===== src/rtl/lcar_pkg.sv =====
`timescale 1ns / 1ps
// ----------------------------------------------------------------------------
// lcar_pkg
// Shared types and constants of the load cell ADC reader: register indexes,
// field widths, stream packing positions and the per-tick flag group.
// ----------------------------------------------------------------------------
package lcar_pkg;

    // Configuration register indexes
    localparam int CFG_IDX_W = 2;
    localparam logic [CFG_IDX_W-1:0] REG_WEIGHT_OFFSET    = 2'd0;
    localparam logic [CFG_IDX_W-1:0] REG_WEIGHT_SCALE     = 2'd1;
    localparam logic [CFG_IDX_W-1:0] REG_READY_TIMEOUT_MS = 2'd2;
    localparam logic [CFG_IDX_W-1:0] REG_SAMPLE_PERIOD_MS = 2'd3;
    localparam int CFG_DATA_W = 32;

    // Field widths
    localparam int OFFSET_W = 24;
    localparam int SCALE_W  = 32;
    localparam int MS_W     = 16;
    localparam int RAW_W    = 24;
    localparam int WEIGHT_W = 32;
    localparam int FRAC_SHIFT = 24;   // Q16.16 divisor, Q24.8 quotient

    // Register reset values
    localparam logic signed [OFFSET_W-1:0] OFFSET_RST  = '0;
    localparam logic signed [SCALE_W-1:0]  SCALE_RST   = 32'sd65536;
    localparam logic [MS_W-1:0]            TIMEOUT_RST = 16'd1000;
    localparam logic [MS_W-1:0]            PERIOD_RST  = 16'd100;
    localparam logic [MS_W-1:0]            MS_MAX      = '1;

    // Stream packing
    localparam int IN_TDATA_W  = 8;
    localparam int IN_DOUT_BIT = 0;
    localparam int IN_MS_BIT   = 1;

    localparam int OUT_TDATA_W    = 64;
    localparam int OUT_SCK_BIT    = 0;
    localparam int OUT_DONE_BIT   = 1;
    localparam int OUT_VALID_BIT  = 2;
    localparam int OUT_TMO_BIT    = 3;
    localparam int OUT_RAW_LSB    = 4;
    localparam int OUT_WEIGHT_LSB = OUT_RAW_LSB + RAW_W;
    localparam int OUT_STABLE_BIT = OUT_WEIGHT_LSB + WEIGHT_W;
    localparam int OUT_PAD_LSB    = OUT_STABLE_BIT + 1;

    // Per-tick status flags
    typedef struct packed {
        logic sck_level;
        logic reading_done;
        logic reading_valid;
        logic timed_out;
    } lcar_flags_t;

endpackage


===== src/rtl/load_cell_adc_reader.sv =====
`timescale 1ns / 1ps
// ----------------------------------------------------------------------------
// load_cell_adc_reader
// Bridge ADC serial readout with Q24.8 weight conversion and stability flag.
// ----------------------------------------------------------------------------
// Usage:
//   Each input transaction on s_* is one half-bit tick: the sampled data pin
//   level and a millisecond strobe. Every tick yields exactly one output
//   transaction on m_* carrying the clock pin level for that half bit and,
//   on the tick that ends an attempt, the reading (count, weight, flags).
//   Configuration is written through cfg_we/cfg_index/cfg_data while idle.
//   Throughput: one tick per cycle while s_tready is high. A tick's result
//   is registered in the stage register (sequencer/divider step) and then
//   in the output register (saturation and stability), which drives m_*.
//   A conversion spans the pause, the ready wait, 2*SAMPLE_BITS+2 shift
//   ticks and SAMPLE_BITS+25 divider ticks, one quotient bit per tick.
//   Reset clears the sequencer to the pause phase, loads register defaults
//   and marks the previous weight usable. When m_tready is low the output
//   register holds, the stage register fills, and s_tready then drops until
//   the receiver takes the pending result.
// ----------------------------------------------------------------------------
module load_cell_adc_reader #(
    parameter int SAMPLE_BITS = 24
) (
    input  logic                                  clk,
    input  logic                                  rst_n,
    // s_tdata: [0] dout_level, [1] ms_tick
    input  logic                                  s_tvalid,
    output logic                                  s_tready,
    input  logic [lcar_pkg::IN_TDATA_W-1:0]       s_tdata,
    // m_tdata: [0] sck_level, [1] reading_done, [2] reading_valid,
    // [3] timed_out, [27:4] raw_value, [59:28] weight_q8, [60] stable
    output logic                                  m_tvalid,
    input  logic                                  m_tready,
    output logic [lcar_pkg::OUT_TDATA_W-1:0]      m_tdata,
    input  logic                                  cfg_we,
    input  logic [lcar_pkg::CFG_IDX_W-1:0]        cfg_index,
    input  logic [lcar_pkg::CFG_DATA_W-1:0]       cfg_data
);

    localparam int DIV_BITS = SAMPLE_BITS + 25;

    // Configuration registers
    logic signed [lcar_pkg::OFFSET_W-1:0] offset_reg;
    logic signed [lcar_pkg::SCALE_W-1:0]  scale_reg;
    logic [lcar_pkg::MS_W-1:0]            timeout_reg;
    logic [lcar_pkg::MS_W-1:0]            period_reg;

    logic                          step_en;
    lcar_pkg::lcar_flags_t         seq_flags;
    logic [lcar_pkg::RAW_W-1:0]    seq_raw;
    logic                          div_start;
    logic [DIV_BITS-1:0]           div_work_init;
    logic [lcar_pkg::SCALE_W-1:0]  div_divisor;
    logic                          div_neg;
    logic                          div_last;
    logic [DIV_BITS-1:0]           div_q;
    logic                          div_q_neg;

    // Stage register between the step logic and the result stage
    logic                          stg_valid_reg;
    lcar_pkg::lcar_flags_t         stg_flags_reg;
    logic [lcar_pkg::RAW_W-1:0]    stg_raw_reg;
    logic [DIV_BITS-1:0]           stg_q_reg;
    logic                          stg_neg_reg;
    logic                          post_ready;

    always_ff @(posedge clk or negedge rst_n)
    begin
        if (!rst_n)
        begin
            offset_reg  <= lcar_pkg::OFFSET_RST;
            scale_reg   <= lcar_pkg::SCALE_RST;
            timeout_reg <= lcar_pkg::TIMEOUT_RST;
            period_reg  <= lcar_pkg::PERIOD_RST;
        end
        else if (cfg_we)
        begin
            unique case (cfg_index)
                lcar_pkg::REG_WEIGHT_OFFSET:
                    offset_reg  <= cfg_data[lcar_pkg::OFFSET_W-1:0];
                lcar_pkg::REG_WEIGHT_SCALE:
                    scale_reg   <= cfg_data[lcar_pkg::SCALE_W-1:0];
                lcar_pkg::REG_READY_TIMEOUT_MS:
                    timeout_reg <= cfg_data[lcar_pkg::MS_W-1:0];
                lcar_pkg::REG_SAMPLE_PERIOD_MS:
                    period_reg  <= cfg_data[lcar_pkg::MS_W-1:0];
                default:
                begin
                end
            endcase
        end
    end

    assign s_tready = !stg_valid_reg || post_ready;
    assign step_en  = s_tvalid && s_tready;

    lcar_seq #(
        .SAMPLE_BITS (SAMPLE_BITS),
        .DIV_BITS    (DIV_BITS)
    ) u_seq (
        .clk              (clk),
        .rst_n            (rst_n),
        .step_en          (step_en),
        .dout_level       (s_tdata[lcar_pkg::IN_DOUT_BIT]),
        .ms_tick          (s_tdata[lcar_pkg::IN_MS_BIT]),
        .weight_offset    (offset_reg),
        .weight_scale     (scale_reg),
        .ready_timeout_ms (timeout_reg),
        .sample_period_ms (period_reg),
        .div_last         (div_last),
        .flags            (seq_flags),
        .raw_value        (seq_raw),
        .div_start        (div_start),
        .div_work_init    (div_work_init),
        .div_divisor      (div_divisor),
        .div_neg          (div_neg)
    );

    lcar_div #(
        .DIV_BITS (DIV_BITS)
    ) u_div (
        .clk          (clk),
        .rst_n        (rst_n),
        .step_en      (step_en),
        .start        (div_start),
        .work_init    (div_work_init),
        .divisor      (div_divisor),
        .neg          (div_neg),
        .last         (div_last),
        .quotient     (div_q),
        .quotient_neg (div_q_neg)
    );

    // Stage register
    always_ff @(posedge clk or negedge rst_n)
    begin
        if (!rst_n)
        begin
            stg_valid_reg <= 1'b0;
        end
        else if (step_en)
        begin
            stg_valid_reg <= 1'b1;
        end
        else if (post_ready)
        begin
            stg_valid_reg <= 1'b0;
        end
    end

    always_ff @(posedge clk)
    begin
        if (step_en)
        begin
            stg_flags_reg <= seq_flags;
            stg_raw_reg   <= seq_raw;
            stg_q_reg     <= div_q;
            stg_neg_reg   <= div_q_neg;
        end
    end

    lcar_post #(
        .Q_W (DIV_BITS)
    ) u_post (
        .clk        (clk),
        .rst_n      (rst_n),
        .item_valid (stg_valid_reg),
        .item_ready (post_ready),
        .item_flags (stg_flags_reg),
        .item_raw   (stg_raw_reg),
        .item_q     (stg_q_reg),
        .item_neg   (stg_neg_reg),
        .m_tvalid   (m_tvalid),
        .m_tready   (m_tready),
        .m_tdata    (m_tdata)
    );

endmodule


===== src/rtl/lcar_seq.sv =====
`timescale 1ns / 1ps
// ----------------------------------------------------------------------------
// lcar_seq
// Conversion sequencer: sample pause, data-ready wait with timeout, serial
// shift of the converter count and launch of the weight division.
// ----------------------------------------------------------------------------
module lcar_seq #(
    parameter int SAMPLE_BITS = 24,
    parameter int DIV_BITS    = SAMPLE_BITS + 25
) (
    input  logic                                  clk,
    input  logic                                  rst_n,
    input  logic                                  step_en,
    input  logic                                  dout_level,
    input  logic                                  ms_tick,
    input  logic signed [lcar_pkg::OFFSET_W-1:0]  weight_offset,
    input  logic signed [lcar_pkg::SCALE_W-1:0]   weight_scale,
    input  logic [lcar_pkg::MS_W-1:0]             ready_timeout_ms,
    input  logic [lcar_pkg::MS_W-1:0]             sample_period_ms,
    input  logic                                  div_last,
    output lcar_pkg::lcar_flags_t                 flags,
    output logic [lcar_pkg::RAW_W-1:0]            raw_value,
    output logic                                  div_start,
    output logic [DIV_BITS-1:0]                   div_work_init,
    output logic [lcar_pkg::SCALE_W-1:0]          div_divisor,
    output logic                                  div_neg
);

    localparam int HB_W      = $clog2(2 * SAMPLE_BITS + 2);
    localparam int RAW_EXT_W = (SAMPLE_BITS > lcar_pkg::RAW_W) ? SAMPLE_BITS
                                                               : lcar_pkg::RAW_W;
    localparam int DIFF_W    = RAW_EXT_W + 1;
    localparam logic [HB_W-1:0] HB_LAST = HB_W'(2 * SAMPLE_BITS);

    typedef enum logic [3:0] {
        PH_PERIOD = 4'b0001,
        PH_READY  = 4'b0010,
        PH_SHIFT  = 4'b0100,
        PH_DIVIDE = 4'b1000
    } phase_t;

    phase_t                         phase_reg, phase_next;
    logic [HB_W-1:0]                hb_reg, hb_next;
    logic [SAMPLE_BITS-1:0]         sw_reg, sw_next;
    logic [lcar_pkg::MS_W-1:0]      ms_reg, ms_next;
    logic                           raw_sel;

    logic signed [RAW_EXT_W-1:0]    raw_ext;
    logic signed [DIFF_W-1:0]       diff;
    logic [DIFF_W-1:0]              diff_mag;
    logic [DIFF_W+lcar_pkg::FRAC_SHIFT-1:0] diff_shifted;

    // Count, difference to tare, and divider operands
    always_comb
    begin
        raw_ext      = RAW_EXT_W'($signed(sw_reg));
        diff         = DIFF_W'(raw_ext) - DIFF_W'(weight_offset);
        diff_mag     = diff[DIFF_W-1] ? DIFF_W'(-diff) : DIFF_W'(diff);
        diff_shifted = {diff_mag, {lcar_pkg::FRAC_SHIFT{1'b0}}};
    end

    assign div_work_init = diff_shifted[DIV_BITS-1:0];
    assign div_divisor   = weight_scale[lcar_pkg::SCALE_W-1]
                         ? lcar_pkg::SCALE_W'(-weight_scale)
                         : lcar_pkg::SCALE_W'(weight_scale);
    assign div_neg       = diff[DIFF_W-1] ^ weight_scale[lcar_pkg::SCALE_W-1];
    assign raw_value     = raw_sel ? raw_ext[lcar_pkg::RAW_W-1:0] : '0;

    // Phase sequencing, one step per tick
    always_comb
    begin
        phase_next = phase_reg;
        hb_next    = hb_reg;
        sw_next    = sw_reg;
        ms_next    = ms_reg;
        flags      = '0;
        raw_sel    = 1'b0;
        div_start  = 1'b0;
        unique case (phase_reg)
            PH_PERIOD:
            begin
                if (ms_reg >= sample_period_ms)
                begin
                    phase_next = PH_READY;
                    ms_next    = '0;
                end
                else if (ms_tick && ms_reg != lcar_pkg::MS_MAX)
                begin
                    ms_next = ms_reg + 1'b1;
                end
            end
            PH_READY:
            begin
                if (!dout_level)
                begin
                    phase_next = PH_SHIFT;
                    hb_next    = '0;
                    sw_next    = '0;
                end
                else if (ms_reg >= ready_timeout_ms)
                begin
                    flags.reading_done = 1'b1;
                    flags.timed_out    = 1'b1;
                    phase_next         = PH_PERIOD;
                    ms_next            = '0;
                end
                else if (ms_tick && ms_reg != lcar_pkg::MS_MAX)
                begin
                    ms_next = ms_reg + 1'b1;
                end
            end
            PH_SHIFT:
            begin
                if (!hb_reg[0])
                begin
                    // rising half of a clock pulse, including the extra pulse
                    flags.sck_level = 1'b1;
                    hb_next         = hb_reg + 1'b1;
                end
                else if (hb_reg < HB_LAST)
                begin
                    sw_next = {sw_reg[SAMPLE_BITS-2:0], dout_level};
                    hb_next = hb_reg + 1'b1;
                end
                else
                begin
                    hb_next = '0;
                    if (weight_scale == '0)
                    begin
                        flags.reading_done = 1'b1;
                        raw_sel            = 1'b1;
                        phase_next         = PH_PERIOD;
                        ms_next            = '0;
                    end
                    else
                    begin
                        div_start  = 1'b1;
                        phase_next = PH_DIVIDE;
                    end
                end
            end
            PH_DIVIDE:
            begin
                if (div_last)
                begin
                    flags.reading_done  = 1'b1;
                    flags.reading_valid = 1'b1;
                    raw_sel             = 1'b1;
                    phase_next          = PH_PERIOD;
                    ms_next             = '0;
                end
            end
            default:
            begin
                phase_next = PH_PERIOD;
            end
        endcase
    end

    always_ff @(posedge clk or negedge rst_n)
    begin
        if (!rst_n)
        begin
            phase_reg <= PH_PERIOD;
            hb_reg    <= '0;
            sw_reg    <= '0;
            ms_reg    <= '0;
        end
        else if (step_en)
        begin
            phase_reg <= phase_next;
            hb_reg    <= hb_next;
            sw_reg    <= sw_next;
            ms_reg    <= ms_next;
        end
    end

endmodule


===== src/rtl/lcar_div.sv =====
`timescale 1ns / 1ps
// ----------------------------------------------------------------------------
// lcar_div
// Restoring divider for the weight: one quotient bit per tick, divisor and
// sign latched when a division is launched.
// ----------------------------------------------------------------------------
module lcar_div #(
    parameter int DIV_BITS = 49
) (
    input  logic                               clk,
    input  logic                               rst_n,
    input  logic                               step_en,
    input  logic                               start,
    input  logic [DIV_BITS-1:0]                work_init,
    input  logic [lcar_pkg::SCALE_W-1:0]       divisor,
    input  logic                               neg,
    output logic                               last,
    output logic [DIV_BITS-1:0]                quotient,
    output logic                               quotient_neg
);

    localparam int STEP_W = $clog2(DIV_BITS);
    localparam int REM_W  = lcar_pkg::SCALE_W;

    logic                 busy_reg;
    logic [STEP_W-1:0]    step_reg;
    logic [DIV_BITS-1:0]  work_reg;
    logic [REM_W-1:0]     rem_reg;
    logic [REM_W-1:0]     div_reg;
    logic                 neg_reg;

    logic [REM_W:0]       rem_shift;
    logic [REM_W:0]       rem_sub;
    logic                 ge;

    // One restoring step
    always_comb
    begin
        rem_shift = {rem_reg, work_reg[DIV_BITS-1]};
        rem_sub   = rem_shift - {1'b0, div_reg};
        ge        = rem_shift >= {1'b0, div_reg};
    end

    assign quotient     = {work_reg[DIV_BITS-2:0], ge};
    assign quotient_neg = neg_reg;
    assign last         = busy_reg && (step_reg == STEP_W'(DIV_BITS - 1));

    // Control state
    always_ff @(posedge clk or negedge rst_n)
    begin
        if (!rst_n)
        begin
            busy_reg <= 1'b0;
            step_reg <= '0;
        end
        else if (step_en)
        begin
            if (start)
            begin
                busy_reg <= 1'b1;
                step_reg <= '0;
            end
            else if (busy_reg)
            begin
                step_reg <= step_reg + 1'b1;
                if (last)
                begin
                    busy_reg <= 1'b0;
                end
            end
        end
    end

    // Datapath
    always_ff @(posedge clk)
    begin
        if (step_en)
        begin
            if (start)
            begin
                work_reg <= work_init;
                rem_reg  <= '0;
                div_reg  <= divisor;
                neg_reg  <= neg;
            end
            else if (busy_reg)
            begin
                work_reg <= quotient;
                rem_reg  <= ge ? rem_sub[REM_W-1:0] : rem_shift[REM_W-1:0];
            end
        end
    end

endmodule


===== src/rtl/lcar_post.sv =====
`timescale 1ns / 1ps
// ----------------------------------------------------------------------------
// lcar_post
// Result stage: saturates the signed quotient to Q24.8, judges stability
// against the previous weight and holds the output register.
// ----------------------------------------------------------------------------
module lcar_post #(
    parameter int Q_W = 49
) (
    input  logic                                 clk,
    input  logic                                 rst_n,
    input  logic                                 item_valid,
    output logic                                 item_ready,
    input  lcar_pkg::lcar_flags_t                item_flags,
    input  logic [lcar_pkg::RAW_W-1:0]           item_raw,
    input  logic [Q_W-1:0]                       item_q,
    input  logic                                 item_neg,
    output logic                                 m_tvalid,
    input  logic                                 m_tready,
    output logic [lcar_pkg::OUT_TDATA_W-1:0]     m_tdata
);

    localparam int W = lcar_pkg::WEIGHT_W;
    localparam logic [W-1:0] W_MAX = {1'b0, {(W-1){1'b1}}};
    localparam logic [W-1:0] W_MIN = {1'b1, {(W-1){1'b0}}};

    logic                          out_valid_reg;
    logic [lcar_pkg::OUT_TDATA_W-1:0] out_data_reg;
    logic [W-1:0]                  prev_weight_reg;
    logic                          prev_usable_reg;

    logic                          take;
    logic                          q_big;
    logic [W-1:0]                  weight;
    logic [W:0]                    delta;
    logic                          close;
    logic                          stable;
    logic [lcar_pkg::OUT_TDATA_W-1:0] packed_item;

    assign item_ready = !out_valid_reg || m_tready;
    assign take       = item_valid && item_ready;

    // Saturation and stability
    always_comb
    begin
        q_big = |item_q[Q_W-1:W-1];
        if (!item_flags.reading_valid)
        begin
            weight = '0;
        end
        else if (item_neg)
        begin
            weight = q_big ? W_MIN : W'(-item_q[W-1:0]);
        end
        else
        begin
            weight = (q_big || &item_q[W-2:0]) ? W_MAX : item_q[W-1:0];
        end
        delta  = {weight[W-1], weight} - {prev_weight_reg[W-1], prev_weight_reg};
        // |delta| below one gram (256 in Q24.8)
        close  = (delta[W:8] == '0) || ((&delta[W:8]) && (delta[7:0] != '0));
        stable = item_flags.reading_valid && prev_usable_reg && close;
    end

    // Field packing, first field in the lowest bits
    always_comb
    begin
        packed_item = '0;
        packed_item[lcar_pkg::OUT_SCK_BIT]   = item_flags.sck_level;
        packed_item[lcar_pkg::OUT_DONE_BIT]  = item_flags.reading_done;
        packed_item[lcar_pkg::OUT_VALID_BIT] = item_flags.reading_valid;
        packed_item[lcar_pkg::OUT_TMO_BIT]   = item_flags.timed_out;
        packed_item[lcar_pkg::OUT_RAW_LSB +: lcar_pkg::RAW_W]   = item_raw;
        packed_item[lcar_pkg::OUT_WEIGHT_LSB +: W]              = weight;
        packed_item[lcar_pkg::OUT_STABLE_BIT] = stable;
    end

    // Output register and history
    always_ff @(posedge clk or negedge rst_n)
    begin
        if (!rst_n)
        begin
            out_valid_reg   <= 1'b0;
            prev_weight_reg <= '0;
            prev_usable_reg <= 1'b1;
        end
        else
        begin
            if (take)
            begin
                out_valid_reg <= 1'b1;
                if (item_flags.reading_valid)
                begin
                    prev_weight_reg <= weight;
                    prev_usable_reg <= 1'b1;
                end
                else if (item_flags.reading_done && !item_flags.timed_out)
                begin
                    prev_usable_reg <= 1'b0;
                end
            end
            else if (m_tready)
            begin
                out_valid_reg <= 1'b0;
            end
        end
    end

    always_ff @(posedge clk)
    begin
        if (take)
        begin
            out_data_reg <= packed_item;
        end
    end

    assign m_tvalid = out_valid_reg;
    assign m_tdata  = out_data_reg;

endmodule


===== config.mk =====
export PLATFORM = sky130hd
export DESIGN_NAME = load_cell_adc_reader
export DESIGN_NICKNAME = d
export VERILOG_FILES = /design/src/rtl/lcar_pkg.sv /design/src/rtl/load_cell_adc_reader.sv /design/src/rtl/lcar_seq.sv /design/src/rtl/lcar_div.sv /design/src/rtl/lcar_post.sv
export SDC_FILE = /design/constraint.sdc
export NUM_CORES = 1
export LEC_CHECK = 0
export ABC_CLOCK_PERIOD_IN_PS = 15500
export BUFFER_PORTS_ARGS = -buffer_cell sky130_fd_sc_hd__clkbuf_2
export CORE_MARGIN = 3
export CORE_UTILIZATION = 60
export CTS_CLUSTER_DIAMETER = 40
export CTS_CLUSTER_SIZE = 24
export DETAILED_ROUTE_END_ITERATION = 6
export PLACE_DENSITY_LB_ADDON = 0.15
export SLEW_MARGIN = 20
export SYNTH_ARGS = -nofsm -noshare
export SYNTH_HDL_FRONTEND = slang
export SYNTH_SLANG_ARGS = --single-unit

===== constraint.sdc =====
create_clock -name clk -period 15.5 [get_ports clk]
set_input_delay 1.55 -clock clk [delete_from_list [all_inputs] [get_ports clk]]
set_output_delay 1.55 -clock clk [all_outputs]
set_load 0.02 [all_outputs]

# After elaboration in Yosys (flattened, before gate mapping)
# Cells that the tools add are included.
# totals
reg_bits	433
input_bits	47
out_inout_bits	66
elab_cells	160
# op_classes
add_sub_neg	9
order_cmp	4
eq_ne	18
mux	60
bitwise	1
reduce_logical	40
# ops
cell	n
two-way mux 32 bit	6
two-way mux 16 bit	8
two-way mux 49 bit	2
two-way mux 24 bit	3
negation 32 bit	2
one-hot mux 16 bit (4 select lines)	1
one-hot mux 24 bit (2 select lines)	1
>= comparator 33 x 32 -> 1 bit	1
subtractor 32 x 32 -> 33 bit	1
>= comparator 16 bit	2
zero test 32 bit	1
subtractor 32 bit	1
two-way mux 31 bit	1
AND reduction 31 bit	1
two-way mux 6 bit	5
two-way mux 4 bit	7
zero test 25 bit	1
two-way mux 25 bit	1
negation 25 bit	1
AND reduction 25 bit	1
subtractor 24 x 24 -> 25 bit	1
two-way mux 1 bit	20
OR reduction 18 bit	1
adder 16 x 1 -> 16 bit (second input constant)	1
other kinds (31)	62

# Depth between registers and ports, before layout
# logic_depth
word_depth	10
mapped_depth	24
mapped_depth_nobuf	24

# Modules after synthesis
# A second synthesis with hierarchy kept.
# hier_totals
cells_unflattened	2490
hier_area_um2	25901.1
# by_module_without_submodules
mod	instances	cells_each	area_each_um2	seq_area_each_um2
lcar_div	1	634	7179.4	3598.5
lcar_post	1	747	6751.5	2683.8
lcar_seq	1	840	6252.2	1252.5
load_cell_adc_reader	1	269	5718.0	4581.9

# Worst setup path before layout
# No wires, ideal clock.
# synth_timing
path_kind	in2reg
start	in m_tready
end	reg u_div.step_reg[4]
setup_time_ps	205
t_arrival_ps	6225
t_required_ps	15295
path_slack_ps	9070
path_stages	6
n_path_buf	0
cell_sequence	nand3b_1 -> nand2_1 -> nor2_1 -> nand4_1 -> xor2_1 -> nor2_1
# synth_between
elab_chain_len	4
# synth_lines
element	line	text
start: declaration	load_cell_adc_reader.sv:34	input logic m_tready,
logical OR 1 bit	lcar_post.sv:40	assign item_ready = !out_valid_reg || m_tready;
logical OR 1 bit	load_cell_adc_reader.sv:95	assign s_tready = !stg_valid_reg || post_ready;
logical AND 1 bit	load_cell_adc_reader.sv:96	assign step_en = s_tvalid && s_tready;
AND reduction 2 bit (no source line)	n/a	
end signal: assignment	lcar_div.sv:65	step_reg <= step_reg + 1'b1;
end: declaration	lcar_div.sv:26	logic [STEP_W-1:0] step_reg;
# No other way between the ends.
# A chain may end at the register's enable or synchronous reset.

# Worst setup path in the final report
# layout_timing
start	reg stg_q_reg[32]
end	reg u_post.out_data_reg (netlist bit u_post.m_tdata[60]) (data pin)
# layout_between
elab_chain_len	10
# layout_lines
element	line	text
start: declaration	load_cell_adc_reader.sv:64	logic [DIV_BITS-1:0] stg_q_reg;
start signal: assignment	load_cell_adc_reader.sv:158	stg_q_reg <= div_q;
OR reduction 18 bit *	lcar_post.sv:46	q_big = |item_q[Q_W-1:W-1];
logical OR 1 bit	lcar_post.sv:57	weight = (q_big || &item_q[W-2:0]) ? W_MAX : item_q[W-1:0];
two-way mux 32 bit	lcar_post.sv:57	
two-way mux 32 bit *	lcar_post.sv:51	else if (item_neg)
two-way mux 32 bit *	lcar_post.sv:47	if (!item_flags.reading_valid)
net u_post.weight[5]	lcar_post.sv:34	logic [W-1:0] weight;
subtractor 32 x 32 -> 33 bit *	lcar_post.sv:59	delta = {weight[W-1], weight} - {prev_weight_reg[W-1], prev_weight_reg};
AND reduction 25 bit / nonzero test 8 bit (equally long branches)	lcar_post.sv:61	close = (delta[W:8] == '0) || ((&delta[W:8]) && (delta[7:0] != '0));
logical AND 1 bit	lcar_post.sv:61	
logical OR 1 bit *	lcar_post.sv:61	
logical AND 1 bit *	lcar_post.sv:62	stable = item_flags.reading_valid && prev_usable_reg && close;
net u_post.stable	lcar_post.sv:37	logic stable;
end signal: assignment	lcar_post.sv:113	out_data_reg <= packed_item;
end: declaration	lcar_post.sv:28	logic [lcar_pkg::OUT_TDATA_W-1:0] out_data_reg;
# Mark *: on every way through the listed nets, which the timed path passes. The rest lies on a longest branch.

==> impl_metrics.tcl <==
set metrics [dict create \
    portBuffers 103 \
    worst-path-max-fanout 23 \
    slowest_stage "nor2_1" \
    dpl.hpwl_um 38300 \
    clk_pin_slew_worst_paths_ns 0.06 \
    required_ns 15.97 \
    yosys_warnings 0 \
    avgRoutedWirePerCell_um 18.6 \
    critPathMaxStageDelay_ns 0.84 \
    overflow 0 \
    netlist_instances 2257 \
    finClkSkew_ns 0.0364 \
    syn_area_um2 24000 \
    coreArea_um2 39100 \
    finalHoldViolCount 0 \
    placed_cells 2811 \
    fin_crit_ns 6.92 \
    yosysTopAreaCellShare_pct 31.7 \
    r2r_setup_slack_ns 8.58 \
    use_met2_pct 43.0 \
    cts_buffer_depth 3 \
    synthFlopType "edfxtp_1" \
    first_global_vias 17200 \
    final_layout_size_suffix_gt1_share_pct 14.6 \
    wl_um 54500 \
    vdd_ir_drop_max_mv 0.112 \
    cp_top_family "simple AND/OR/NAND/NOR gates" \
    clk_latency_ns 0.64 \
    hold_buffers 0 \
    ant_nets 0 \
    post_cts.repair.setup_buffers 0 \
    fillers 2902 \
    core.rowCount 72 \
    drtIter0Drc 1222 \
    yosys_register_bits 433 \
    num_vias 17700 \
    rsz0062_at_grt "no" \
    largest_register_ffs 61 \
    yosysTopAreaCell "edfxtp_1" \
    htree_num_levels 2 \
    final_util_pct 69.1 \
    place_congestion 0.893 \
    fin_tns_setup_ns 0 \
    critPathKind "register to register" \
    status "finished clean" \
    maxSlewHeadroom_pct 29.5 \
    cts-root-buf "clkbuf_16" \
    arrival_ns 7.39 \
    multi_input_area_um2 11000 \
    via_per_inst 6.05 \
    start_kind "register" \
    min_path_type "register to register" \
    critical_path_buf_inv_count 0 \
    cts_sinks 433 \
    path_cells "or4_1 -> or3_1 -> nor2_1 -> a21oi_1 -> o21ai_0 -> and2_1 -> ha_1 -> a21oi_1 -> and3b_1 -> a21oi_1 -> a311oi_2 -> xnor2_1 -> or4_1 -> and4b_1 -> nand4_1 -> nand4bb_1 -> or4_1 -> o22ai_1" \
    final_cell_mix "253 x edfxtp_1, 168 x nand2_1, 168 x dfrtp_1, 164 x inv_1, 155 x nor2_1" \
    fmaxAchievable_mhz 144 \
    use_met3_pct 3.86 \
    tightestPinTransition_ns 1.05 \
    setup_viol 0 \
    instances_no_fill 2921 \
    grt_pass1_wl_um 88200 \
    ioPinCount 113 \
    synth_edf_count 253 \
    period_share_pct 44.7 \
    die-height_um 206 \
    antenna_found_initial 0 \
    drt_first_pass_iters 5 \
    leakagePower_nw 11.4 \
    drv_slew 0 \
    synthTopCellsByArea "edfxtp_1 32%, dfrtp_1 18%, ha_1 6.7%" \
    ys_types 83 \
    initial_utilization_pct 61.3 \
    fin_ws_ns 8.58 \
    nets 2531 \
    layout_commonest_cell "edfxtp_1" \
    track_usage_pct 25.9 \
    met1_usage_pct 35.3 \
    areaGrowthSynthToFinish_pct 12.7 \
    regArea_um2 12100 \
    cts_resized 0 \
    cts_buffers 58 \
    grt_start_max_net_pins 82 \
    syn_avg_cell_area_um2 10.6 \
    yosysSeqAreaShare_pct 50.6 \
    cts_tree "built" \
    pre_cts_slack_ns 8.72 \
    n_antenna_cell 0 \
    drc 0 \
    maxCapViolations 0 \
    end_kind "register" \
    die-area_um2 42400 \
    p_per_area_nw_per_um2 128 \
    die_w_um 206 \
    synthArstFlopShare_pct 41.6 \
    grt_busiest_layer "met2" \
]
==> stage by stage <==
| step | hold slack, ns | area (µm²) | power [W] |
|---|---|---|---|
| finish | 0.420 | 27000 | 0.00346 |
| global route | 0.432 | 27000 | 0.00362 |
| CTS | 0.421 | 27000 | 0.00348 |
| detailed placement | 0.406 | 25000 | 0.00210 |
| global placement | 0.406 | 25000 | 0.00207 |
| floorplan | 0.400 | 24000 | 0.00194 |
==> routing by layer <==
metal	share of wire [%]	vias to the layer above
met1	44	8603
met5	0	-
met3	5.3	105
met2	48	511
met4	2.7	0
li1	-	8439
==> cell families (layout without fill, tap and decap cells) <==
family	Yosys count	after routing	synth area share [%]
muxes	105	105	4.78
other	1	3	0.0156
buffers and inverters	246	390	3.92
DFF	433	433	50.6
AOI/OAI and AO/OA	539	539	14.7
adders and majority gates	131	131	6.93
and+or+nand+nor	673	673	14.4
xor gates and xnor gates	129	129	4.71
==> area by class of cell <==
class / instances / area share, %
well taps: 518 / 2.40
multi-input cells: 1580 / 40.6
clock inverters: 48 / 2.07
flip-flops and latches: 433 / 44.9
repair buffers: 115 / 2.27
inverters: 165 / 2.30
clock buffers: 62 / 5.47
==> Yosys cell counts, types with 64 or more instances <==
cell type	count
mux2_2	76
o21ai_0	134
dfrtp_1	168
ha_1	128
and2_1	64
nor2_1	157
clkbuf_1	73
inv_1	165
edfxtp_1	253
xnor2_1	95
a21oi_1	128
nand2_1	169
==> power breakdown <==
part	internal (W)	switching, W
Combinational	0.000277	0.000375
Clock	0.000767	0.000597
Sequential	0.00135	0.0000877
Total	0.00240	0.00106
==> worst paths after layout <==
| kind | endpoint | from | cells after the start |
|---|---|---|---|
| hold / removal | u_post.m_tdata[0] | stg_flags_reg[3] | 0 |
| max in group asynchronous | scale_reg[25] | rst_n | 3 |
| min in group asynchronous | u_post.prev_weight_reg[31] | rst_n | 1 |
| setup / recovery | u_post.m_tdata[60] | stg_q_reg[32] | 18 |
| setup reg to reg | u_post.m_tdata[60] | stg_q_reg[32] | 18 |
| hold reg to reg | u_post.m_tdata[0] | stg_flags_reg[3] | 0 |
Power figures use the tool's default switching activity.
